[config.mk]
export PLATFORM = sky130hd
export DESIGN_NAME = fasr_lane
export DESIGN_NICKNAME = d
export VERILOG_FILES = /design/src/hdl/fasr_pkg.sv /design/src/hdl/fasr_lane.sv
export SDC_FILE = /design/constraint.sdc
export NUM_CORES = 1
export LEC_CHECK = 0
export BUFFER_PORTS_ARGS = -buffer_cell sky130_fd_sc_hd__buf_2
export CORE_AREA = 2 2 234 236
export CTS_BUF_LIST = sky130_fd_sc_hd__clkbuf_8
export DETAILED_ROUTE_END_ITERATION = 12
export DIE_AREA = 0 0 236 238
export MAX_ROUTING_LAYER = met4
export PLACE_DENSITY = 0.47
export SLEW_MARGIN = 20
export SYNTH_ARGS = -nofsm -noshare
export SYNTH_HDL_FRONTEND = slang
export SYNTH_SLANG_ARGS = --single-unit
[constraint.sdc]
create_clock -name clock -period 51.9 [get_ports clock]
set_input_delay 15.57 -clock clock [delete_from_list [all_inputs] [get_ports clock]]
set_output_delay 15.57 -clock clock [all_outputs]
set_load 0.05 [all_outputs]
[src/hdl/fasr_pkg.sv]
`default_nettype none
package fasr_pkg;
   localparam int unsigned NUM_DEST = 5;
   localparam int unsigned POS_W = 16;
   localparam int unsigned MASK_W = 6;
   localparam logic [15:0] STEP_PERIOD_RESET = 16'd3174;
   localparam logic [15:0] SETTLE_EXTRA_RESET = 16'd614;
   localparam int unsigned MIRROR_BIT = 5;
   localparam int unsigned MIRROR_SRC = 1;

   typedef enum logic [0:0] {
      REQ_TICK = 1'b0,
      REQ_MOVE = 1'b1
   } req_kind_type;

   typedef enum logic [0:0] {
      CSR_STEP_PERIOD = 1'b0,
      CSR_SETTLE_EXTRA = 1'b1
   } csr_index_type;

   typedef struct packed {
      logic        req_type;
      logic [15:0] dest_0;
      logic [15:0] dest_1;
      logic [15:0] dest_2;
      logic [15:0] dest_3;
      logic [15:0] dest_4;
   } req_payload_type;

   typedef struct packed {
      logic [15:0] pos_0;
      logic [15:0] pos_1;
      logic [15:0] pos_2;
      logic [15:0] pos_3;
      logic [15:0] pos_4;
      logic [5:0]  write_mask;
      logic        busy_res;
   } rsp_payload_type;

   // Command from the sequencer to every lane.
   typedef struct packed {
      logic        load;       // latch target and difference
      logic        div_start;  // begin the interval division
      logic        tick;       // evaluate a step
      logic [31:0] tick_count; // tick count after increment
      logic [31:0] dividend;   // largest_diff * step_period
   } lane_cmd_type;

   // Status from one lane back to the sequencer.
   typedef struct packed {
      logic        div_busy;
      logic        done;
      logic        wrote;
      logic [15:0] diff;
      logic [15:0] pos;
   } lane_stat_type;
endpackage
`default_nettype wire

[src/hdl/fasr_lane.sv]
`default_nettype none
module fasr_lane
   import fasr_pkg::*;
(
   input  wire logic          clock,
   input  wire logic          reset,
   input  wire lane_cmd_type  cmd,
   input  wire logic [15:0]   dest,
   output lane_stat_type      stat
);
   logic [15:0] cur_ff, cur_in;
   logic [15:0] tgt_ff, tgt_in;
   logic        up_ff, up_in;
   logic [15:0] diff_ff, diff_in;
   logic [31:0] iv_ff, iv_in;
   logic [31:0] last_ff, last_in;
   // Restoring divider: quotient shifts into rem/quo pair one bit a cycle.
   logic [31:0] quo_ff, quo_in;
   logic [16:0] rem_ff, rem_in;
   logic [5:0]  cnt_ff, cnt_in;
   logic        busy_ff, busy_in;
   logic [16:0] rem_sh;
   logic [39:0] t_q8;
   logic [33:0] iv2, iv3;
   logic [1:0]  n;
   logic        fire;
   logic [16:0] up_sum;
   logic [15:0] step_pos;

   always_comb begin
      t_q8 = {(cmd.tick_count - last_ff), 8'd0};
      iv2 = {1'b0, iv_ff, 1'b0};
      iv3 = iv2 + {2'd0, iv_ff};
      fire = cmd.tick && (iv_ff != 32'd0) && (tgt_ff != 16'd0) && (t_q8 >= {8'd0, iv_ff});
      if (t_q8 >= {6'd0, iv3}) n = 2'd3;
      else if (t_q8 >= {6'd0, iv2}) n = 2'd2;
      else n = 2'd1;
      up_sum = {1'b0, cur_ff} + {15'd0, n};
      if (up_ff) begin
         step_pos = (up_sum > {1'b0, tgt_ff}) ? tgt_ff : up_sum[15:0];
      end else begin
         if ((cur_ff < {14'd0, n}) || ((cur_ff - {14'd0, n}) < tgt_ff)) step_pos = tgt_ff;
         else step_pos = cur_ff - {14'd0, n};
      end
      rem_sh = {rem_ff[15:0], quo_ff[31]};
   end

   always_comb begin
      cur_in = cur_ff; tgt_in = tgt_ff; up_in = up_ff; diff_in = diff_ff;
      iv_in = iv_ff; last_in = last_ff; quo_in = quo_ff; rem_in = rem_ff;
      cnt_in = cnt_ff; busy_in = busy_ff;
      if (cmd.load) begin
         tgt_in = dest;
         up_in = dest > cur_ff;
         diff_in = (dest > cur_ff) ? dest - cur_ff : cur_ff - dest;
         last_in = cmd.tick_count;
      end
      if (cmd.div_start) begin
         if (diff_ff == 16'd0) begin
            iv_in = 32'd0;
         end else begin
            quo_in = cmd.dividend; rem_in = 17'd0; cnt_in = 6'd32; busy_in = 1'b1;
         end
      end else if (busy_ff) begin
         if (rem_sh >= {1'b0, diff_ff}) begin
            rem_in = rem_sh - {1'b0, diff_ff};
            quo_in = {quo_ff[30:0], 1'b1};
         end else begin
            rem_in = rem_sh;
            quo_in = {quo_ff[30:0], 1'b0};
         end
         cnt_in = cnt_ff - 6'd1;
         if (cnt_ff == 6'd1) begin
            busy_in = 1'b0;
            iv_in = ({quo_ff[30:0], rem_sh >= {1'b0, diff_ff}} == 32'd0) ? 32'd1
                  : {quo_ff[30:0], rem_sh >= {1'b0, diff_ff}};
         end
      end
      if (fire) begin
         cur_in = step_pos;
         last_in = cmd.tick_count;
      end
   end

   always_ff @(posedge clock) begin
      if (reset) begin
         cur_ff <= '0; tgt_ff <= '0; up_ff <= 1'b0; diff_ff <= '0;
         iv_ff <= '0; last_ff <= '0; busy_ff <= 1'b0; cnt_ff <= '0;
      end else begin
         cur_ff <= cur_in; tgt_ff <= tgt_in; up_ff <= up_in; diff_ff <= diff_in;
         iv_ff <= iv_in; last_ff <= last_in; busy_ff <= busy_in; cnt_ff <= cnt_in;
      end
      quo_ff <= quo_in;
      rem_ff <= rem_in;
   end

   assign stat.div_busy = busy_ff;
   assign stat.done     = (cur_in == tgt_ff) || (tgt_ff == 16'd0);
   assign stat.wrote    = fire;
   assign stat.diff     = diff_in;
   assign stat.pos      = cur_in;
endmodule
`default_nettype wire

=== Yosys cells after proc, flatten, opt, wreduce, memory -nomap -nowiden ===
Cells that the tools add are included.

* Register bits: 168
* Input port bits: 85
* Logic and storage cells: 75

* Add/sub/neg operators: 8
* $lt $le $gt $ge: 8
* Equal/unequal tests: 4
* Mux-type cells: 30
* Reductions and logical operators: 15

{| class="wikitable"
|+ Operators by type and width
! cell !! number
|-
| two-way mux 32 bit || 10
|-
| two-way mux 16 bit || 10
|-
| subtractor 16 bit || 3
|-
| greater-or-equal comparator 40 x 32 -> 1 bit || 1
|-
| greater-or-equal comparator 40 x 33 -> 1 bit || 1
|-
| greater-or-equal comparator 40 x 34 -> 1 bit || 1
|-
| adder 33 x 32 -> 34 bit || 1
|-
| zero test 16 bit || 2
|-
| zero test 32 bit || 1
|-
| nonzero test 32 bit || 1
|-
| subtractor 32 bit || 1
|-
| two-way mux 6 bit || 3
|-
| adder 16 x 2 -> 17 bit || 1
|-
| greater-or-equal comparator 17 x 16 -> 1 bit || 1
|-
| > comparator 17 x 16 -> 1 bit || 1
|-
| == test 16 bit || 1
|-
| > comparator 16 bit || 1
|-
| less-than comparator 16 bit || 1
|-
| less-than comparator 16 x 2 -> 1 bit || 1
|-
| nonzero test 16 bit || 1
|-
| subtractor 16 x 2 -> 16 bit || 1
|-
| == test 6 x 1 -> 1 bit (second input constant) || 1
|-
| nonzero test 2 bit || 3
|-
| subtractor 6 x 1 -> 6 bit (second input constant) || 1
|-
| 8 further kinds || 16
|}

=== Depth between registers and ports, before layout ===
Gate-level depths: netlist of run 1.

* Depth in word-level cells: 12
* Mapped depth: 48
* Mapped depth without buffers: 47

=== Worst setup path after synthesis of run 1 ===
No wires, ideal clock.

* Path kind: input to output
* Start: input port cmd[32] in the netlist's numbering
* End: output port stat[33] in the netlist's numbering
* Arrival: 24492 ps
* Setup slack: 11838 ps
* Stages on the path: 45
* Path buffers: 2
* Path through: inv_1 > ha_1 > inv_1 > fa_1 > a211oi_1 > o211ai_1 > a221o_1 > nor3_1 > o21a_1 > o21bai_1 > a21o_1 > a21oi_1 > xnor2_1 > ha_1 > nor2b_1 > o21ai_0 > nand2b_1 > a21oi_1 > [9 not listed] > nor3_1 > nand3_1 > xnor2_1 > inv_1 > ha_1 > a2111oi_0 > or3b_2 > o211ai_1 > and3_1 > clkbuf_1 > buf_2 > a22oi_1 > nand3_1 > o21ai_0 > nor4_1 > nand4_1 > a22o_1 > o41ai_2

{| class="wikitable"
|+ RTL lines
! element !! line !! RTL
|-
| from (decl) || fasr_lane.sv:7 || <nowiki>input wire lane_cmd_type cmd,</nowiki>
|-
| to (decl) || fasr_lane.sv:9 || <nowiki>output lane_stat_type stat</nowiki>
|}

==> impl_metrics.csv, run 1 <==
group,metric,value,unit
run_status,outcome,"completed",
worst_setup_path,startpoint_type,"input port",
die,design.die.area,56200,um^2
sta,finalWorstPathRequiredPeriod,41.49,ns
die,fp.dieW,236,um
placement,post-dp-hpwl,41.9,mm
pwr,p_leak,7.69,nW
finish,post-route-cell-area,17700,um^2
sta,finalMaxSlewViolations,0,
clock_tree,clock_sinks,168,
global_route,number_of_global_route_vias_before_repair,14178,
sta,finalCritPeriodShare,0.800,
finish,filler_cell_count,5639,
clock_tree,cts_bufs_inserted,17,
placement,dpl-instance-area,17200,um^2
die,num_rows,85,
sta,clock_skew,0.0236,ns
worst_setup_path,critical_path.slowest_cell,"sky130_fd_sc_hd__and3_1",
synth,post_synth.cell_area_avg,8.27,um^2
clock_tree,number_of_gates_resized_after_cts,0,
global_route,largest_net_degree_at_the_start_of_global_routing,64,
finish,syn_to_final_growth,10.5,%
flow_run,cap_viol_max_count,0,
placement,place_congestion,0.931,
worst_setup_path,worstSetupEndpointType,"primary output",
synth,synth_edf_count,48,
finish,final_layout_size_suffix_gt1_frac,0.114,
sta,max_slew.worst_pin.slew,1.02,ns
clock_tree,clk_path_buf_depth,2,
global_route,antenna_violations_before_repair,6,
clock_tree,cts_tree,"built",
synth,post_synth_inst_count,1931,
worst_setup_path,timing.critical_path.mode_cell,"sky130_fd_sc_hd__a21oi_1",
synth,synth.yosys.warnings,0,
worst_setup_path,critPathMaxFanout,15,
clock_tree,clkSlewWorstSetupHoldPaths,0.10,ns
global_route,grt_pass1_wl,81.8,mm
clock_tree,clock_insertion_delay_worst_skew,0.57,ns
die,core_area,53500,um^2
sta,totalNegativeSetupSlack,0,ns
sta,setup_repair_after_global_routing_missed_its_margin,"false",
route,drc,0,
worst_setup_path,critical-path-max-stage-delay,0.63,ns
placement,io_buffers,119,
sta,slew-limit-headroom,0.319,
synth,syn-cell-area,16000,um^2
synth,asyncSetResetFlopFracSynth,0,
clock_tree,clock_tree.root_cell,"sky130_fd_sc_hd__clkbuf_8",
global_route,grt_use_total,0.194,
route,drt.antenna.violating_nets,0,
worst_setup_path,worst-endpoint-required,36.33,ns
route,vias_per_cell,5.24,
synth,synth-seq-area-share,0.241,
global_route,grt_ovf,0,
sta,final_hold_violations,0,
pwr,power.density,47.3,nW/um^2
synth,synth.lib_cells_used.distinct,72,
clock_tree,post_cts_buffers,0,
sta,fmaxAchievable,24.1,MHz
synth,postSynthRegisterBits,168,
worst_hold_path,worst_hold_check_path_type,"flop to flop",
route,post_drt_wl_per_cell,19.2,um
route,routed-via-count,14255,
die,die-height,238,um
route,drt-initial-drc-count,854,
finish,design.final.nets,2336,
synth,ys.flop_type,"sky130_fd_sc_hd__dfxtp_1",
synth,synth_fp_nets,2263,
clock_tree,ctsHoldBuffers,0,
sta,setup_violations,0,
worst_setup_path,critPathKind,"input port to primary output",
clock_tree,cts.htree.levels,4,
route,drtPass1Iterations,5,
pwr,ir_drop,0.0000436,V
worst_setup_path,cp.arrival,25.92,ns
die,design.portCount,120,
route,routed_wirelength,52.2,mm
die,initial_utilization,0.299,
==> through the flow <==
| step | std cells | power, mW | setup slack, ns | utilization | hold WS [ns] |
|---|---|---|---|---|---|
| after floorplan | 1931 | 0.581 | 11.84 | - | 0.432 |
| after global placement | 2681 | 0.734 | 10.71 | 0.322 | 0.438 |
| after detailed placement | 2681 | 0.732 | 10.60 | 0.322 | 0.445 |
| after CTS | 2713 | 0.843 | 10.57 | 0.330 | 0.457 |
| after global routing | 2718 | 0.911 | 9.43 | 0.330 | 0.478 |
| final | 2718 | 0.836 | 10.41 | 0.330 | 0.454 |
==> report_power, final <==
part / internal, mW / switching (mW) / total, mW
registers: 0.160 / 0.0253 / 0.186
clock network: 0.0405 / 0.0642 / 0.105
logic: 0.203 / 0.342 / 0.545
total: 0.404 / 0.432 / 0.836
==> registers in the layout, summed over array words and instances (netlist names) <==
register and flops:
up_ff 1, iv_ff 32, tgt_ff 16, last_ff 32
busy_ff 1, quo_ff 32, cnt_ff 6, cur_ff 16
rem_ff 16, diff_ff 16
==> cells in the final DEF (no fill, tap or decap), types with 42 or more instances in the layout <==
cell type / count
sky130_fd_sc_hd__ha_1: 240
sky130_fd_sc_hd__inv_1: 185
sky130_fd_sc_hd__a21oi_1: 164
sky130_fd_sc_hd__nand2_1: 142
sky130_fd_sc_hd__nor2_1: 124
sky130_fd_sc_hd__dfxtp_1: 120
sky130_fd_sc_hd__buf_2: 119
sky130_fd_sc_hd__o21ai_0: 85
sky130_fd_sc_hd__xnor2_1: 83
sky130_fd_sc_hd__a21o_1: 65
sky130_fd_sc_hd__edfxtp_1: 48
sky130_fd_sc_hd__mux2i_1: 46
sky130_fd_sc_hd__nand4_1: 42
==> critical path, delay by kind of cell <==
kind	cells	cell delay, ns
xor+xnor	2	0.51
compound gates	22	4.85
simple gates	11	2.84
buf+inv	5	0.63
fa+ha+maj	5	1.50
==> cell usage after synthesis (22+ instances only) <==
master | n | area share
sky130_fd_sc_hd__edfxtp_1 | 48 | 0.090
sky130_fd_sc_hd__nand2b_1 | 23 | 0.0090
sky130_fd_sc_hd__mux2i_1 | 46 | 0.029
sky130_fd_sc_hd__inv_1 | 187 | 0.044
sky130_fd_sc_hd__mux2_2 | 38 | 0.027
sky130_fd_sc_hd__dfxtp_1 | 120 | 0.15
sky130_fd_sc_hd__a22o_1 | 37 | 0.020
sky130_fd_sc_hd__nand3_1 | 30 | 0.0094
sky130_fd_sc_hd__xnor2_1 | 83 | 0.046
sky130_fd_sc_hd__nor4_1 | 22 | 0.0086
sky130_fd_sc_hd__nand4_1 | 42 | 0.016
sky130_fd_sc_hd__xor2_1 | 37 | 0.020
sky130_fd_sc_hd__ha_1 | 240 | 0.19
sky130_fd_sc_hd__nor3_1 | 36 | 0.011
sky130_fd_sc_hd__o21ai_0 | 85 | 0.027
sky130_fd_sc_hd__a21o_1 | 65 | 0.031
sky130_fd_sc_hd__a21oi_1 | 165 | 0.052
sky130_fd_sc_hd__nor2_1 | 126 | 0.030
sky130_fd_sc_hd__and2_1 | 30 | 0.012
sky130_fd_sc_hd__nand2_1 | 142 | 0.033
sky130_fd_sc_hd__clkbuf_1 | 57 | 0.013
==> cell families after synthesis <==
| group | share of synthesized area |
|---|---|
| AO/OA/AOI/OAI | 0.216 |
| buffers and inverters | 0.0623 |
| XOR/XNOR | 0.0658 |
| adder cells (fa/ha/maj) | 0.197 |
| AND/OR/NAND/NOR | 0.163 |
| flip-flops | 0.241 |
| multiplexers | 0.0556 |
==> worst paths after layout <==
| path | start | end | slack (ns) | cells after the start |
|---|---|---|---|---|
| worst max-delay path | cmd[32] | stat[33] | 10.41 | 45 |
| worst min-delay path | last_ff[29] | last_ff[29] | 0.45 | 2 |
| worst max register to register | iv_ff[1] | cur_ff[0] | 40.72 | 39 |
| worst min register to register | last_ff[29] | last_ff[29] | 0.45 | 2 |
==> cell type report <==
class / count / area, um^2 / area share
Clock buffer: 17 / 234 / 0.0132
Clock inverter: 15 / 171 / 0.00971
Sequential cell: 168 / 3840 / 0.218
Tap cell: 696 / 871 / 0.0493
Inverter: 187 / 703 / 0.0398
Timing Repair Buffer: 128 / 663 / 0.0375
Multi-Input combinational cell: 1502 / 11200 / 0.632
Antenna cell: 5 / 12.5 / 0.000708
==> routing by layer <==
layer | vias up | wire length (um) | track usage
li1 | 7082 | - | -
met2 | 295 | 24400 | 0.316
met5 | - | 0 | -
met3 | 55 | 2220 | 0.0349
met1 | 6823 | 24600 | 0.244
met4 | 0 | 1010 | 0.0573
Note: power is estimated with default switching activity, not from simulation.
==> run 2, diff against run 1 <==
--- a/config.mk
+++ b/config.mk
@@ -11,7 +11,7 @@
 export DETAILED_ROUTE_END_ITERATION = 12
 export DIE_AREA = 0 0 236 238
 export MAX_ROUTING_LAYER = met4
-export PLACE_DENSITY = 0.47
+export PLACE_DENSITY = 0.49
 export SLEW_MARGIN = 20
 export SYNTH_ARGS = -nofsm -noshare
 export SYNTH_HDL_FRONTEND = slang
==> constraint.sdc (replaced) <==
create_clock -name clock -period 36.4 [get_ports clock]
set_input_delay 10.92 -clock clock [delete_from_list [all_inputs] [get_ports clock]]
set_output_delay 10.92 -clock clock [all_outputs]
set_load 0.05 [all_outputs]
==> impl_metrics.csv, run 2 (synthesis results as in run 1) <==
group,metric,value,unit
worst_setup_path,worstSetupEndpointType,"primary output",
worst_setup_path,worstRegToRegCells,39,
sta,finalCritPeriodShare,0.888,
pwr,power.density,66.8,nW/um^2
global_route,antenna_violations_before_repair,7,
sta,fmaxAchievable,30.9,MHz
pwr,power_report.internal_total,0.571,mW
worst_hold_path,hold_start,"last_ff[24]",
global_route,number_of_global_route_vias_before_repair,13973,
finish,mostFrequentLayoutCells,"sky130_fd_sc_hd__ha_1 (240), sky130_fd_sc_hd__inv_1 (186), sky130_fd_sc_hd__a21oi_1 (164), sky130_fd_sc_hd__nand2_1 (142), sky130_fd_sc_hd__nor2_1 (124)",
clock_tree,clkSlewWorstSetupHoldPaths,0.10,ns
clock_tree,cts_bufs_inserted,17,
worst_hold_path,min_delay_path_depth,2,
die,initial_utilization,0.299,
worst_setup_path,worst_path_dominant_cell_family,"compound AO/OA/AOI/OAI gates",
worst_setup_path,r2r_end,"cur_ff[1]",
placement,pre_cts_ws,4.18,ns
finish,area.sequential,3840,um^2
sta,timing.final.ws_setup,4.06,ns
finish,post-route-cell-area,17700,um^2
worst_setup_path,worstReg2RegStart,"iv_ff[1]",
run_status,outcome,"completed",
die,design.portCount,120,
sta,totalNegativeSetupSlack,0,ns
route,drt.antenna.violating_nets,0,
route,post_drt_wl_per_cell,18.7,um
placement,place_congestion,0.975,
clock_tree,cts_tree,"built",
clock_tree,ctsHoldBuffers,0,
placement,dpl-instance-area,17300,um^2
pwr,p_clk_frac,0.119,
route,routed_wirelength,50.9,mm
sta,final_hold_violations,0,
sta,clock_skew,0.0187,ns
worst_setup_path,cp_num_buf_inv,5,
sta,max_slew.worst_pin.slew,1.06,ns
worst_hold_path,worst_hold_check_path_type,"flop to flop",
finish,largestRegisters,"iv_ff: 32 flops, last_ff: 32 flops, quo_ff: 32 flops",
worst_setup_path,critPathKind,"input port to primary output",
die,design.die.area,56200,um^2
clock_tree,number_of_gates_resized_after_cts,0,
finish,multi_input_area,11200,um^2
sta,finalMaxSlewViolations,0,
placement,post-dp-hpwl,40.9,mm
worst_setup_path,timing.critical_path.mode_cell,"sky130_fd_sc_hd__ha_1",
clock_tree,cts.htree.levels,4,
placement,io_buffers,119,
finish,filler_cell_count,5767,
route,drtPass1Iterations,5,
finish,final_core_utilization,0.330,
sta,finalWorstPathRequiredPeriod,32.34,ns
sta,slew-limit-headroom,0.296,
route,routed-via-count,14174,
die,num_rows,85,
route,drt-initial-drc-count,865,
clock_tree,post_cts_buffers,0,
finish,final_layout_size_suffix_gt1_frac,0.114,
die,core_area,53500,um^2
pwr,share_seq_of_total_power,0.224,
worst_setup_path,critical_path.slowest_cell,"sky130_fd_sc_hd__nor3_1",
die,fp.dieW,236,um
worst_setup_path,worst-endpoint-required,25.48,ns
finish,mostFrequentLayoutCell,"sky130_fd_sc_hd__ha_1",
pwr,p_leak,7.69,nW
route,vias_per_cell,5.21,
clock_tree,clock_sinks,168,
worst_setup_path,startpoint_type,"input port",
worst_setup_path,cp.arrival,21.42,ns
global_route,grt_pass1_wl,79.1,mm
worst_setup_path,critPathMaxFanout,15,
clock_tree,clock_insertion_delay_worst_skew,0.58,ns
global_route,largest_net_degree_at_the_start_of_global_routing,64,
worst_setup_path,setup.reg_to_reg.worst_slack,25.08,ns
route,drc,0,
pwr,sw_ratio,0.516,
pwr,power.share.combinational,0.658,
worst_hold_path,whs_endpoint,"last_ff[24]",
flow_run,cap_viol_max_count,0,
global_route,grt_ovf,0,
sta,setup_repair_after_global_routing_missed_its_margin,"false",
pwr,ir_drop,0.0000586,V
global_route,grt_use_total,0.186,
worst_setup_path,critical-path-max-stage-delay,0.66,ns
finish,design.final.nets,2338,
pwr,total_switching_power,0.608,mW
clock_tree,clk_path_buf_depth,2,
clock_tree,clock_tree.root_cell,"sky130_fd_sc_hd__clkbuf_8",
sta,setup_violations,0,
finish,syn_to_final_growth,10.5,%
die,die-height,238,um
## run 2: layout make-up
cell class,instances,area share
Antenna cell,5,0.000709
Tap cell,696,0.0493
Multi-Input combinational cell,1502,0.632
Inverter,187,0.0398
Timing Repair Buffer,130,0.0384
Sequential cell,168,0.218
Clock inverter,15,0.00893
Clock buffer,17,0.0133
## run 2: power by group through the flow
stage,clock [mW],sequential [mW],combinational (mW)
2_1_floorplan,0,0.248,0.580
3_5_place_dp,0,0.268,0.768
5_1_grt,0.153,0.269,0.856
6_report,0.140,0.264,0.775
3_3_place_gp,0,0.268,0.770
4_1_cts,0.147,0.264,0.774
## run 2: worst min-delay path: cells and delay by family, from the launching register on
| family | cells | cell delay [ns] |
|---|---|---|
| and+or+nand+nor | 1 | 0.05 |
| AOI/OAI and AO/OA | 1 | 0.05 |
| DFF | 1 | 0.32 |
## run 2: stage by stage
step,total power [mW],hold WS [ns],instances
after global placement,1.04,0.438,2683
after floorplan,0.828,0.432,1931
final,1.18,0.457,2720
after detailed placement,1.04,0.444,2683
after global routing,1.28,0.477,2720
after CTS,1.18,0.459,2715
## run 2: worst max-delay path by stage
stage          startpoint  cells past startpoint        to
2_1_floorplan     cmd[32]                     45  stat[33]
3_3_place_gp      cmd[32]                     40  stat[33]
3_5_place_dp      cmd[32]                     40  stat[33]
4_1_cts           cmd[32]                     40  stat[33]
5_1_grt           cmd[32]                     45  stat[33]
6_report          cmd[32]                     40  stat[33]
## run 2: layer usage
| metal | vias to the layer above | global-route usage | wire, um |
|---|---|---|---|
| met4 | 0 | 0.0614 | 1250 |
| met1 | 6690 | 0.234 | 24000 |
| met2 | 325 | 0.301 | 23100 |
| met5 | - | - | 0 |
| met3 | 64 | 0.0360 | 2530 |
| li1 | 7095 | - | - |
